--- src/asl_pkg.sv ---
// Shared types, operation codes and priority constants of the aging slot table.
package asl_pkg;

    localparam int SLOTS_DEFAULT = 16;

    localparam int ADDR_W = 16;
    localparam int PRIO_W = 6;

    localparam logic [PRIO_W-1:0] PRIO_MAX = 6'd40;
    localparam logic [PRIO_W-1:0] PRIO_NEW = 6'd20;

    localparam logic [1:0] OP_LOOKUP = 2'd0;
    localparam logic [1:0] OP_AGE    = 2'd1;
    localparam logic [1:0] OP_MARK   = 2'd2;

    // Contents of one slot as it travels along the ring.
    typedef struct packed {
        logic [ADDR_W-1:0] addr;
        logic [PRIO_W-1:0] prio;
        logic              used;
    } t_slot;

    // Update applied by a cell to the slot it hands to its neighbor.
    typedef struct packed {
        logic              age;
        logic              mark;
        logic              write;
        logic [ADDR_W-1:0] addr;
    } t_cmd;

endpackage

--- src/asl_if.sv ---
// Request and response channel interfaces of the aging slot table.
interface asl_req_if;
    logic        valid;
    logic        ready;
    logic [1:0]  operation;
    logic [15:0] address;
    logic [3:0]  mark_index;

    modport source (output valid, output operation, output address, output mark_index,
                    input ready);
    modport sink   (input valid, input operation, input address, input mark_index,
                    output ready);
endinterface

interface asl_rsp_if;
    logic       valid;
    logic       ready;
    logic [3:0] slot_index;
    logic       was_found;

    modport source (output valid, output slot_index, output was_found, input ready);
    modport sink   (input valid, input slot_index, input was_found, output ready);
endinterface

--- src/asl_cell.sv ---
// One slot cell of the ring: holds a slot and hands its updated copy onward.
module asl_cell
    import asl_pkg::*;
(
    input  logic  i_clk,
    input  logic  i_rst_n,
    input  logic  i_shift,
    input  t_cmd  i_cmd,
    input  t_slot i_prev,
    output t_slot o_next
);

    t_slot r_slot;
    t_slot n_slot;

    // The slot as it leaves this cell, with the requested update applied.
    always_comb begin
        n_slot = r_slot;
        if (i_cmd.age) begin
            if (r_slot.used) begin
                n_slot.used = 1'b0;
                if (r_slot.prio < PRIO_MAX) begin
                    n_slot.prio = r_slot.prio + 1'b1;
                end
            end else if (r_slot.prio != '0) begin
                n_slot.prio = r_slot.prio - 1'b1;
            end
        end
        if (i_cmd.mark) begin
            n_slot.used = 1'b1;
        end
        if (i_cmd.write) begin
            n_slot.addr = i_cmd.addr;
            n_slot.prio = PRIO_NEW;
        end
    end

    assign o_next = n_slot;

    always_ff @(posedge i_clk) begin
        if (!i_rst_n) begin
            r_slot <= '0;
        end else if (i_shift) begin
            r_slot <= i_prev;
        end
    end

endmodule

--- src/aging_slot_table.sv ---
// Top level of the aging slot table: a rotating ring of slot cells and its scan control.
//
//  channel  | dir | handshake     | payload
//  ---------+-----+---------------+--------------------------------------
//  i_req    | in  | valid / ready | operation, address, mark_index
//  o_rsp    | out | valid / ready | slot_index, was_found
//
// One request is worked on at a time. The slots sit in a ring of SLOTS cells
// that rotates by one cell per cycle during a pass, and one pass brings every
// slot past the head cell once. An aging tick or a mark takes one pass, a
// lookup that hits takes one pass, and a lookup that misses takes two (search,
// then write of the chosen slot). After the last pass the result state loads
// the result into the output register; an unused operation code goes there
// straight from idle, with no pass. The block then returns to idle, where the
// next request is taken. Reset is synchronous and clears every slot to address
// 0, priority 0, flag clear. A stalled response only holds the block while the
// next result is ready to be loaded; a new request is accepted while the
// previous result still waits to be taken.
module aging_slot_table
    import asl_pkg::*;
#(
    parameter int SLOTS = SLOTS_DEFAULT
)(
    input  logic         i_clk,
    input  logic         i_rst_n,
    asl_req_if.sink      i_req,
    asl_rsp_if.source    o_rsp
);

    localparam int IW = (SLOTS > 1) ? $clog2(SLOTS) : 1;
    localparam int MW = 9;

    typedef enum logic [4:0] {
        S_IDLE   = 5'b00001,
        S_FIND   = 5'b00010,
        S_WRITE  = 5'b00100,
        S_UPDATE = 5'b01000,
        S_RESULT = 5'b10000
    } t_state;

    t_state r_state, n_state;

    // Request held for the whole scan.
    logic [1:0]        r_op;
    logic [ADDR_W-1:0] r_key;
    logic [3:0]        r_mark;

    // Scan position: the index of the slot now sitting in the head cell.
    logic [IW-1:0]     r_idx, n_idx;

    // Search results of a lookup pass.
    logic              r_hit, n_hit;
    logic [IW-1:0]     r_hit_idx, n_hit_idx;
    logic [PRIO_W-1:0] r_best, n_best;
    logic [IW-1:0]     r_pick, n_pick;
    logic              r_found, n_found;

    // Output register.
    logic              r_out_valid;
    logic [3:0]        r_out_idx;
    logic              r_out_found;

    logic  shift;
    logic  last;
    logic  match;
    logic  load_out;
    t_cmd  head_cmd;
    t_slot nexts [SLOTS];

    // The ring: each cell takes from the one after it, the last from the head.
    for (genvar g = 0; g < SLOTS; g++) begin : g_cell
        t_slot prev;
        t_cmd  cmd;
        if (g == SLOTS - 1) begin : g_tail
            assign prev = nexts[0];
        end else begin : g_mid
            assign prev = nexts[g+1];
        end
        if (g == 0) begin : g_head
            assign cmd = head_cmd;
        end else begin : g_rest
            assign cmd = '0;
        end
        asl_cell u_cell (
            .i_clk   (i_clk),
            .i_rst_n (i_rst_n),
            .i_shift (shift),
            .i_cmd   (cmd),
            .i_prev  (prev),
            .o_next  (nexts[g])
        );
    end

    assign shift = (r_state == S_FIND) || (r_state == S_WRITE) || (r_state == S_UPDATE);
    assign last  = (r_idx == IW'(SLOTS - 1));
    // During the search pass the head carries no update, so its output is the stored slot.
    assign match = (nexts[0].addr == r_key);

    // Update for the slot leaving the head cell this cycle.
    always_comb begin
        head_cmd      = '0;
        head_cmd.addr = r_key;
        case (r_state)
            S_WRITE: begin
                head_cmd.write = (r_idx == r_pick);
            end
            S_UPDATE: begin
                head_cmd.age  = (r_op == OP_AGE);
                head_cmd.mark = (r_op == OP_MARK) && (MW'(r_mark) == MW'(r_idx));
            end
            default: begin
                head_cmd = head_cmd;
            end
        endcase
    end

    assign load_out = (r_state == S_RESULT) && (!r_out_valid || o_rsp.ready);

    always_comb begin
        n_state   = r_state;
        n_idx     = r_idx;
        n_hit     = r_hit;
        n_hit_idx = r_hit_idx;
        n_best    = r_best;
        n_pick    = r_pick;
        n_found   = r_found;
        case (r_state)
            S_IDLE: begin
                if (i_req.valid) begin
                    n_idx   = '0;
                    n_hit   = 1'b0;
                    n_best  = PRIO_MAX;
                    n_pick  = '0;
                    n_found = 1'b0;
                    if (i_req.operation == OP_LOOKUP) begin
                        n_state = S_FIND;
                    end else if (i_req.operation == OP_AGE || i_req.operation == OP_MARK) begin
                        n_state = S_UPDATE;
                    end else begin
                        n_state = S_RESULT;
                    end
                end
            end
            S_FIND: begin
                n_idx = last ? '0 : r_idx + 1'b1;
                if (!r_hit && match) begin
                    n_hit     = 1'b1;
                    n_hit_idx = r_idx;
                end
                // First slot with the strictly lowest priority below the maximum.
                if (nexts[0].prio < r_best) begin
                    n_best = nexts[0].prio;
                    n_pick = r_idx;
                end
                if (last) begin
                    if (n_hit) begin
                        n_pick  = n_hit_idx;
                        n_found = 1'b1;
                        n_state = S_RESULT;
                    end else begin
                        n_state = S_WRITE;
                    end
                end
            end
            S_WRITE: begin
                n_idx = last ? '0 : r_idx + 1'b1;
                if (last) begin
                    n_state = S_RESULT;
                end
            end
            S_UPDATE: begin
                n_idx = last ? '0 : r_idx + 1'b1;
                if (last) begin
                    n_state = S_RESULT;
                end
            end
            S_RESULT: begin
                if (load_out) begin
                    n_state = S_IDLE;
                end
            end
            default: begin
                n_state = S_IDLE;
            end
        endcase
    end

    always_ff @(posedge i_clk) begin
        if (!i_rst_n) begin
            r_state     <= S_IDLE;
            r_idx       <= '0;
            r_hit       <= 1'b0;
            r_out_valid <= 1'b0;
        end else begin
            r_state <= n_state;
            r_idx   <= n_idx;
            r_hit   <= n_hit;
            if (load_out) begin
                r_out_valid <= 1'b1;
            end else if (o_rsp.ready) begin
                r_out_valid <= 1'b0;
            end
        end
    end

    always_ff @(posedge i_clk) begin
        r_hit_idx <= n_hit_idx;
        r_best    <= n_best;
        r_pick    <= n_pick;
        r_found   <= n_found;
        if (i_req.valid && i_req.ready) begin
            r_op   <= i_req.operation;
            r_key  <= i_req.address;
            r_mark <= i_req.mark_index;
        end
        if (load_out) begin
            r_out_idx   <= 4'(r_pick);
            r_out_found <= r_found;
        end
    end

    assign i_req.ready      = (r_state == S_IDLE);
    assign o_rsp.valid      = r_out_valid;
    assign o_rsp.slot_index = r_out_idx;
    assign o_rsp.was_found  = r_out_found;

    // A response appears only from the result-loading state.
    a_rsp_from_result: assert property (@(posedge i_clk) disable iff (!i_rst_n)
        $rose(o_rsp.valid) |-> $past(r_state == S_RESULT))
        else $error("response raised outside the result state");

    // Every pass ends with the ring back in its home position.
    a_idle_home: assert property (@(posedge i_clk) disable iff (!i_rst_n)
        r_state == S_IDLE |-> r_idx == '0)
        else $error("scan index not at home while idle");

    // An accepted request closes the request side until it is finished.
    a_one_at_a_time: assert property (@(posedge i_clk) disable iff (!i_rst_n)
        i_req.valid && i_req.ready |=> !i_req.ready)
        else $error("request accepted while another is in work");

    // The write pass only follows a search that found no match.
    a_write_after_miss: assert property (@(posedge i_clk) disable iff (!i_rst_n)
        r_state == S_WRITE |-> !r_hit && r_op == OP_LOOKUP)
        else $error("write pass after a hit");

endmodule

--- src/flat_wrapper.sv ---
// flat-port wrapper written by rule: the top's interface ports become plain ports
module aging_slot_table_flat import asl_pkg::*;
#(
    parameter int SLOTS = SLOTS_DEFAULT
)
  (i_clk, i_rst_n, i_req_valid, i_req_operation, i_req_address, i_req_mark_index, i_req_ready, o_rsp_valid, o_rsp_slot_index, o_rsp_was_found, o_rsp_ready);
  asl_req_if i_req_i ();
  asl_rsp_if o_rsp_i ();
  input  logic i_clk;
  input  logic i_rst_n;
  input wire logic [$bits(i_req_i.valid)-1:0] i_req_valid;
  input wire logic [$bits(i_req_i.operation)-1:0] i_req_operation;
  input wire logic [$bits(i_req_i.address)-1:0] i_req_address;
  input wire logic [$bits(i_req_i.mark_index)-1:0] i_req_mark_index;
  output wire logic [$bits(i_req_i.ready)-1:0] i_req_ready;
  output wire logic [$bits(o_rsp_i.valid)-1:0] o_rsp_valid;
  output wire logic [$bits(o_rsp_i.slot_index)-1:0] o_rsp_slot_index;
  output wire logic [$bits(o_rsp_i.was_found)-1:0] o_rsp_was_found;
  input wire logic [$bits(o_rsp_i.ready)-1:0] o_rsp_ready;
  assign i_req_i.valid = i_req_valid;
  assign i_req_i.operation = i_req_operation;
  assign i_req_i.address = i_req_address;
  assign i_req_i.mark_index = i_req_mark_index;
  assign i_req_ready = i_req_i.ready;
  assign o_rsp_valid = o_rsp_i.valid;
  assign o_rsp_slot_index = o_rsp_i.slot_index;
  assign o_rsp_was_found = o_rsp_i.was_found;
  assign o_rsp_i.ready = o_rsp_ready;
  aging_slot_table #(.SLOTS(SLOTS)) u_core (.i_clk(i_clk), .i_rst_n(i_rst_n), .i_req(i_req_i), .o_rsp(o_rsp_i));
endmodule
--- config.mk ---
export PLATFORM = sky130hd
export DESIGN_NAME = aging_slot_table_flat
export DESIGN_NICKNAME = d
export VERILOG_FILES = /design/src/asl_pkg.sv /design/src/asl_if.sv /design/src/asl_cell.sv /design/src/aging_slot_table.sv /design/src/flat_wrapper.sv
export SDC_FILE = /design/constraint.sdc
export NUM_CORES = 1
export LEC_CHECK = 0
export BUFFER_PORTS_ARGS = -buffer_cell sky130_fd_sc_hd__buf_2
export CELL_PAD_IN_SITES_DETAIL_PLACEMENT = 1
export CELL_PAD_IN_SITES_GLOBAL_PLACEMENT = 1
export CORE_MARGIN = 3
export CORE_UTILIZATION = 35
export DETAILED_ROUTE_END_ITERATION = 8
export GPL_TIMING_DRIVEN = 0
export PLACE_DENSITY = 0.59
export SETUP_SLACK_MARGIN = 0.2
export SYNTH_ARGS = -nofsm -noshare
export SYNTH_HDL_FRONTEND = slang
export SYNTH_SLANG_ARGS = --single-unit
--- constraint.sdc ---
create_clock -name i_clk -period 9.31 [get_ports i_clk]
set_input_delay 0.931 -clock i_clk [delete_from_list [all_inputs] [get_ports i_clk]]
set_output_delay 0.931 -clock i_clk [all_outputs]
set_load 0.05 [all_outputs]
# --- Word-level counts from Yosys, hierarchy flattened ---
# Cells that the tools add are included.
# W data, S select, Z words.
word_totals:
  register_bits: 421
  latch_bits: 0
  mem_bits_rw: 0
  romBits: 0
  elab_cells: 143
  memories: 0
op_classes:
  n_addsub: 3
  multipliers: 0
  div: 0
  n_lt_le_gt_ge: 2
  n_eq_ne: 19
  n_shift: 0
  mux: 36
  bitwise: 0
  reduce_logical: 22
op_table:
  columns: ["operator", "n"]
  rows:
  - ["$mux W5", 7]
  - ["$mux W6", 5]
  - ["$mux W4", 6]
  - ["$mux W22", 1]
  - ["$pmux W5 S4", 1]
  - ["$eq A16 B16 Y1", 1]
  - ["$pmux W4 S2", 2]
  - ["$pmux W6 S2", 1]
  - ["$mux W1", 9]
  - ["$eq A4 B4 Y1", 2]
  - ["$reduce_and A4 Y1", 2]
  - ["$mux W7", 1]
  - ["$add A6 B1 Y6 const B", 1]
  - ["$lt A6 B6 Y1", 1]
  - ["$lt A6 B6 Y1 const B", 1]
  - ["$ne A2 B1 Y1 const B", 3]
  - ["$ne A2 B2 Y1 const B", 3]
  - ["$reduce_bool A2 Y1", 3]
  - ["$reduce_bool A6 Y1", 1]
  - ["$sub A6 B1 Y6 const B", 1]
  - ["$eq A5 B1 Y1 const B", 1]
  - ["$eq A5 B2 Y1 const B", 1]
  - ["$eq A5 B3 Y1 const B", 1]
  - ["$eq A5 B4 Y1 const B", 1]
  - ["other kinds (15)", 26]

# --- Logic depth before layout (Yosys ltp) ---
logic_depth:
  ltp_word: 12
  ltp_mapped: 15

# --- Cells and area by module ---
# A second synthesis with hierarchy kept.
unflattened:
  cells_unflattened: 2557
  area_unflattened_um2: 25222.9
modules_own_cells:
  columns: ["module", "n_inst", "cells_each", "area_each_um2", "seq_area_each_um2"]
  rows:
  - ["asl_cell", 16, 147, 1417.6, 460.4]
  - ["aging_slot_table", 1, 205, 2541.2, 1481.4]

# --- Worst setup path after synthesis ---
# Ideal clock, no wire load.
synth_timing:
  kind: "register to register"
  startpoint: "reg u_core.g_cell[0].u_cell.r_slot[1] (netlist bit)"
  endpoint: "reg u_core.r_pick[3] (data pin)"
  arrival_time_ns: 3.625
  t_required_ns: 9.052
  slack_ns: 5.427
  path_stages_with_launch: 16
  n_path_buf: 1
  period_less_slack_ns: 3.883
  cell_sequence: "dfxtp_1 > inv_1 > ha_1 > or4b_4 > o21ba_2 > a221o_1 > a22oi_1 > nor2_1 > ha_1 > nand3_1 > or2_2 > o221a_2 > clkbuf_1 > and3b_1 > a311o_1 > o221a_1"
synth_lines:
  columns: ["item", "line", "source"]
  rows:
  - ["from (decl)", "asl_cell.sv:13", "t_slot r_slot;"]
  - ["from (signal assigned)", "asl_cell.sv:44", "r_slot <= i_prev;"]
  - ["to (signal assigned)", "aging_slot_table.sv:209", "r_pick <= n_pick;"]
  - ["to (decl)", "aging_slot_table.sv:55", "logic [IW-1:0] r_pick, n_pick;"]

==> flow_summary_export.csv <==
group,metric,value,unit
timing,relSlewSlack,26.8,%
global_route,grtUsageMet2,36.4,%
power_and_ir_drop,p_int,2.96,mW
cts,numCtsBuffers,48,
timing,max_freq,200,MHz
routing,via_count,13000,
synthesis,synth_nets,1946,
placed_design,dp_hpwl,36000,microns
timing,worst_pin_slew,1.10,ns
synthesis,ys_seq_area_share,56.1,%
power_and_ir_drop,vdd_drop_max,0.110,mV
synthesis,synth_top_flop_cell,"dfxtp_1",
finish,utilization,41.1,%
critical_path,crit_path_start_kind,"flop",
cts,cts_setup_buffers,0,
timing,finalSetupTns,0,ns
critical_path,crit_path_max_fanout,10,
critical_path,cp-end-kind,"flop",
timing,finalSetupViolCount,0,
finish,drive_above_1_share,7.31,%
power_and_ir_drop,p_seq_share,48.5,%
placed_design,place_inst,2532,
routing,viasPerCell,4.98,
critical_path,crit_required,9.51,ns
synthesis,netlist_area,15800,sq um
cts,cts_buffer_depth,3,
power_and_ir_drop,p_sw_share,22.7,%
finish,num-nets-final,2028,
synthesis,synth_fa_ha_area_share,0.873,%
synthesis,synth-async-reset-ratio,0,%
flow_run,maxCapViolCount,0,
global_route,grtUsageMet3,2.77,%
power_and_ir_drop,leakage,6.04,nW
floorplanning,die_y,218,microns
finish,antenna_cells,0,
floorplanning,initial_core_util,35.6,%
global_route,use_met1,27.0,%
power_and_ir_drop,p_sw,870,uW
routing,drt-total-wl,49100,microns
cts,htreeDepth,2,
floorplanning,fp.coreArea,44300,sq um
synthesis,yosysWarnings,0,
global_route,track_usage,20.8,%
finish,design_area,18200,sq um
cts,cts_root_buf,"clkbuf_16",
synthesis,synth.area.mux_share,0.349,%
routing,drt_iter0_drc,638,
global_route,antenna_found_initial,1,
global_route,grt_pass1_vias,13600,
synthesis,syn_area_per_cell,8.26,sq um
global_route,grt_overflow,0,
routing,dr.pass1.iters,5,
timing,hold_violations,0,
timing,drv_slew,0,
global_route,grt-busiest-layer,"met2",
floorplanning,die-area,47600,sq um
cts,clkTransAtPathRegs,0.06,ns
critical_path,path_cells,"clkbuf_1 -> xor2_1 -> nor4_1 -> nand2_1 -> o211ai_1 -> ha_1 -> nand2_1 -> or2_2 -> o221a_2 -> clkbuf_1 -> nand2_1 -> o21ai_0",
power_and_ir_drop,power_frac_comb,3.3,%
placed_design,gp_congestion,0.844,
finish,area_delta_synth_final,15.4,%
synthesis,synthCells,1909,
placed_design,place_area,16700,sq um
power_and_ir_drop,pwr-share-clk,48.2,%
floorplanning,die_x,218,microns
synthesis,ys_types,60,
critical_path,cp_slowest_stage_delay,0.84,ns
critical_path,critical_path_class,"reg2reg",
synthesis,synth_edf_count,42,
cts,cts_tree,"built",
cts,cts_sinks,421,
placed_design,io_buffers,31,
timing,rsz0062_at_grt,"false",
power_and_ir_drop,power,3.83,mW
cts,cts-hold-fix-buffers,0,
finish,fin_cells,2618,
timing,skew,0.0157,ns
timing,timing.final.crit_share,53.6,%
outcome,status,"complete, no violations",
routing,antenna_left,0,
routing,wl_per_cell,18.8,microns
synthesis,synth-seq-cells,421,
critical_path,cpMostUsedCell,"nand2_1",
global_route,grt_pass1_wl,77200,microns
cts,cts_resized,0,
cts,clock_latency,0.59,ns
synthesis,synth_top_family_by_area,"simple AND/OR/NAND/NOR gates",
synthesis,yosys.area_share.xor_xnor,1.44,%
hold_path,min_path_type,"reg2reg",
global_route,grt_max_degree,25,
critical_path,path_buf_inv,2,
floorplanning,io-pin-count,33,
routing,drc,0,
floorplanning,row_count,77,
critical_path,crit_path_top_delay_cell,"o21ai_0",
synthesis,synth-compound-area-share,15.9,%
synthesis,yosys.area_share.simple,21.1,%
timing,period_minus_slack,4.99,ns
critical_path,cp_top_family,"simple AND/OR/NAND/NOR gates",
power_and_ir_drop,powerDensity,211,nW/um^2
finish,fill_cells,5376,
critical_path,worstPathArrival,5.19,ns
==> layout make-up <==
cell class	count	area, sq um	share of cell area (%)
timing repair buffer	32	163	0.894
inverter	17	63.8	0.351
clock inverter	10	88.8	0.488
buffer	144	591	3.25
multi-input combinational	1327	6260	34.4
clock buffer	75	1440	7.92
tap	592	741	4.07
sequential	421	8850	48.6
==> final timing paths <==
path                                      start                      to  slack (ns)  cells after the start
worst max-delay path            u_core.r_idx[1]        u_core.r_best[2]        4.32                     12
worst min-delay path             u_core.r_found  u_core.o_rsp.was_found        0.43                      0
worst max register to register  u_core.r_idx[1]        u_core.r_best[2]        4.32                     12
worst min register to register   u_core.r_found  u_core.o_rsp.was_found        0.43                      0
==> sequential cells by signal (all words and copies together), names as in the netlist <==
name                         cells
u_core.g_cell.u_cell.r_slot    368
u_core.o_rsp.slot_index          4
u_core.o_rsp.valid               1
u_core.o_rsp.was_found           1
u_core.r_best                    6
u_core.r_found                   1
u_core.r_hit                     1
u_core.r_hit_idx                 4
u_core.r_idx                     4
u_core.r_key                    16
u_core.r_mark                    4
u_core.r_op                      2
u_core.r_pick                    4
u_core.r_state                   5
==> placed cells by master, fill, tap and decap left out, drive strengths merged, types with 4 or more instances in the layout <==
cell,Yosys,layout
inv,17,17
dfxtp,379,379
a311oi,16,16
ha,11,11
clkbuf,111,186
buf,33,65
nor4,7,7
edfxtp,42,42
a31oi,5,5
and3,6,6
a21oi,329,329
nand2,745,745
nand3,8,8
o21ai,22,22
nand2b,5,5
a22oi,6,6
clkinv,0,8
a21boi,39,39
xor2,25,25
nor3,8,8
or3,4,4
nor2,40,40
mux2,4,4
==> power groups by stage <==
| stage | logic, mW | clock network, mW | registers, mW |
|---|---|---|---|
| 2_1_floorplan | 0.0742 | 0 | 1.89 |
| 3_3_place_gp | 0.126 | 0 | 1.90 |
| 3_5_place_dp | 0.128 | 0 | 1.90 |
| 4_1_cts | 0.129 | 1.90 | 1.86 |
| 5_1_grt | 0.140 | 1.98 | 1.86 |
| 6_report | 0.127 | 1.85 | 1.86 |
==> cell families (layout without fill, tap and decap cells) <==
logic type	Yosys count	count (layout)
AO/OA/AOI/OAI	443	443
adder cells (fa/ha/maj)	11	11
AND/OR/NAND/NOR	842	842
buffers and inverters	161	278
flip-flops	421	421
XOR/XNOR	26	26
multiplexers	5	5
==> cells in the mapped netlist (5+ instances only) <==
cell      number  share of area, %
a21oi_1      329                10
inv_1         17              0.40
nor4_1         7              0.28
a311oi_1      16              0.89
nand2_1      745                18
xor2_1        25               1.4
a22oi_1        6              0.29
clkbuf_1     111               2.6
dfxtp_1      379                48
nor3_1         8              0.25
edfxtp_1      42               8.0
nor2_1        39              0.93
nand2b_1       5              0.20
and3_1         6              0.24
ha_1          11              0.87
o21ai_0       21              0.67
a21boi_0      39               1.9
nand3_1        8              0.25
buf_2         31              0.98
==> metrics by stage <==
step                setup WS (ns)  hold WS, ns
global route                 3.98        0.461
floorplan                    5.43        0.400
CTS                          4.20        0.438
global placement             4.29        0.406
detailed placement           4.22        0.424
finish                       4.32        0.432
==> metal layers <==
layer	vias to the layer above	part of all wire (%)	wire, microns
met1	6367	47	22900
met3	66	2.7	1320
met2	139	49	23800
met5	-	0	0
li1	6468	-	-
met4	0	2.2	1100
Power figures use the tool's default switching activity.
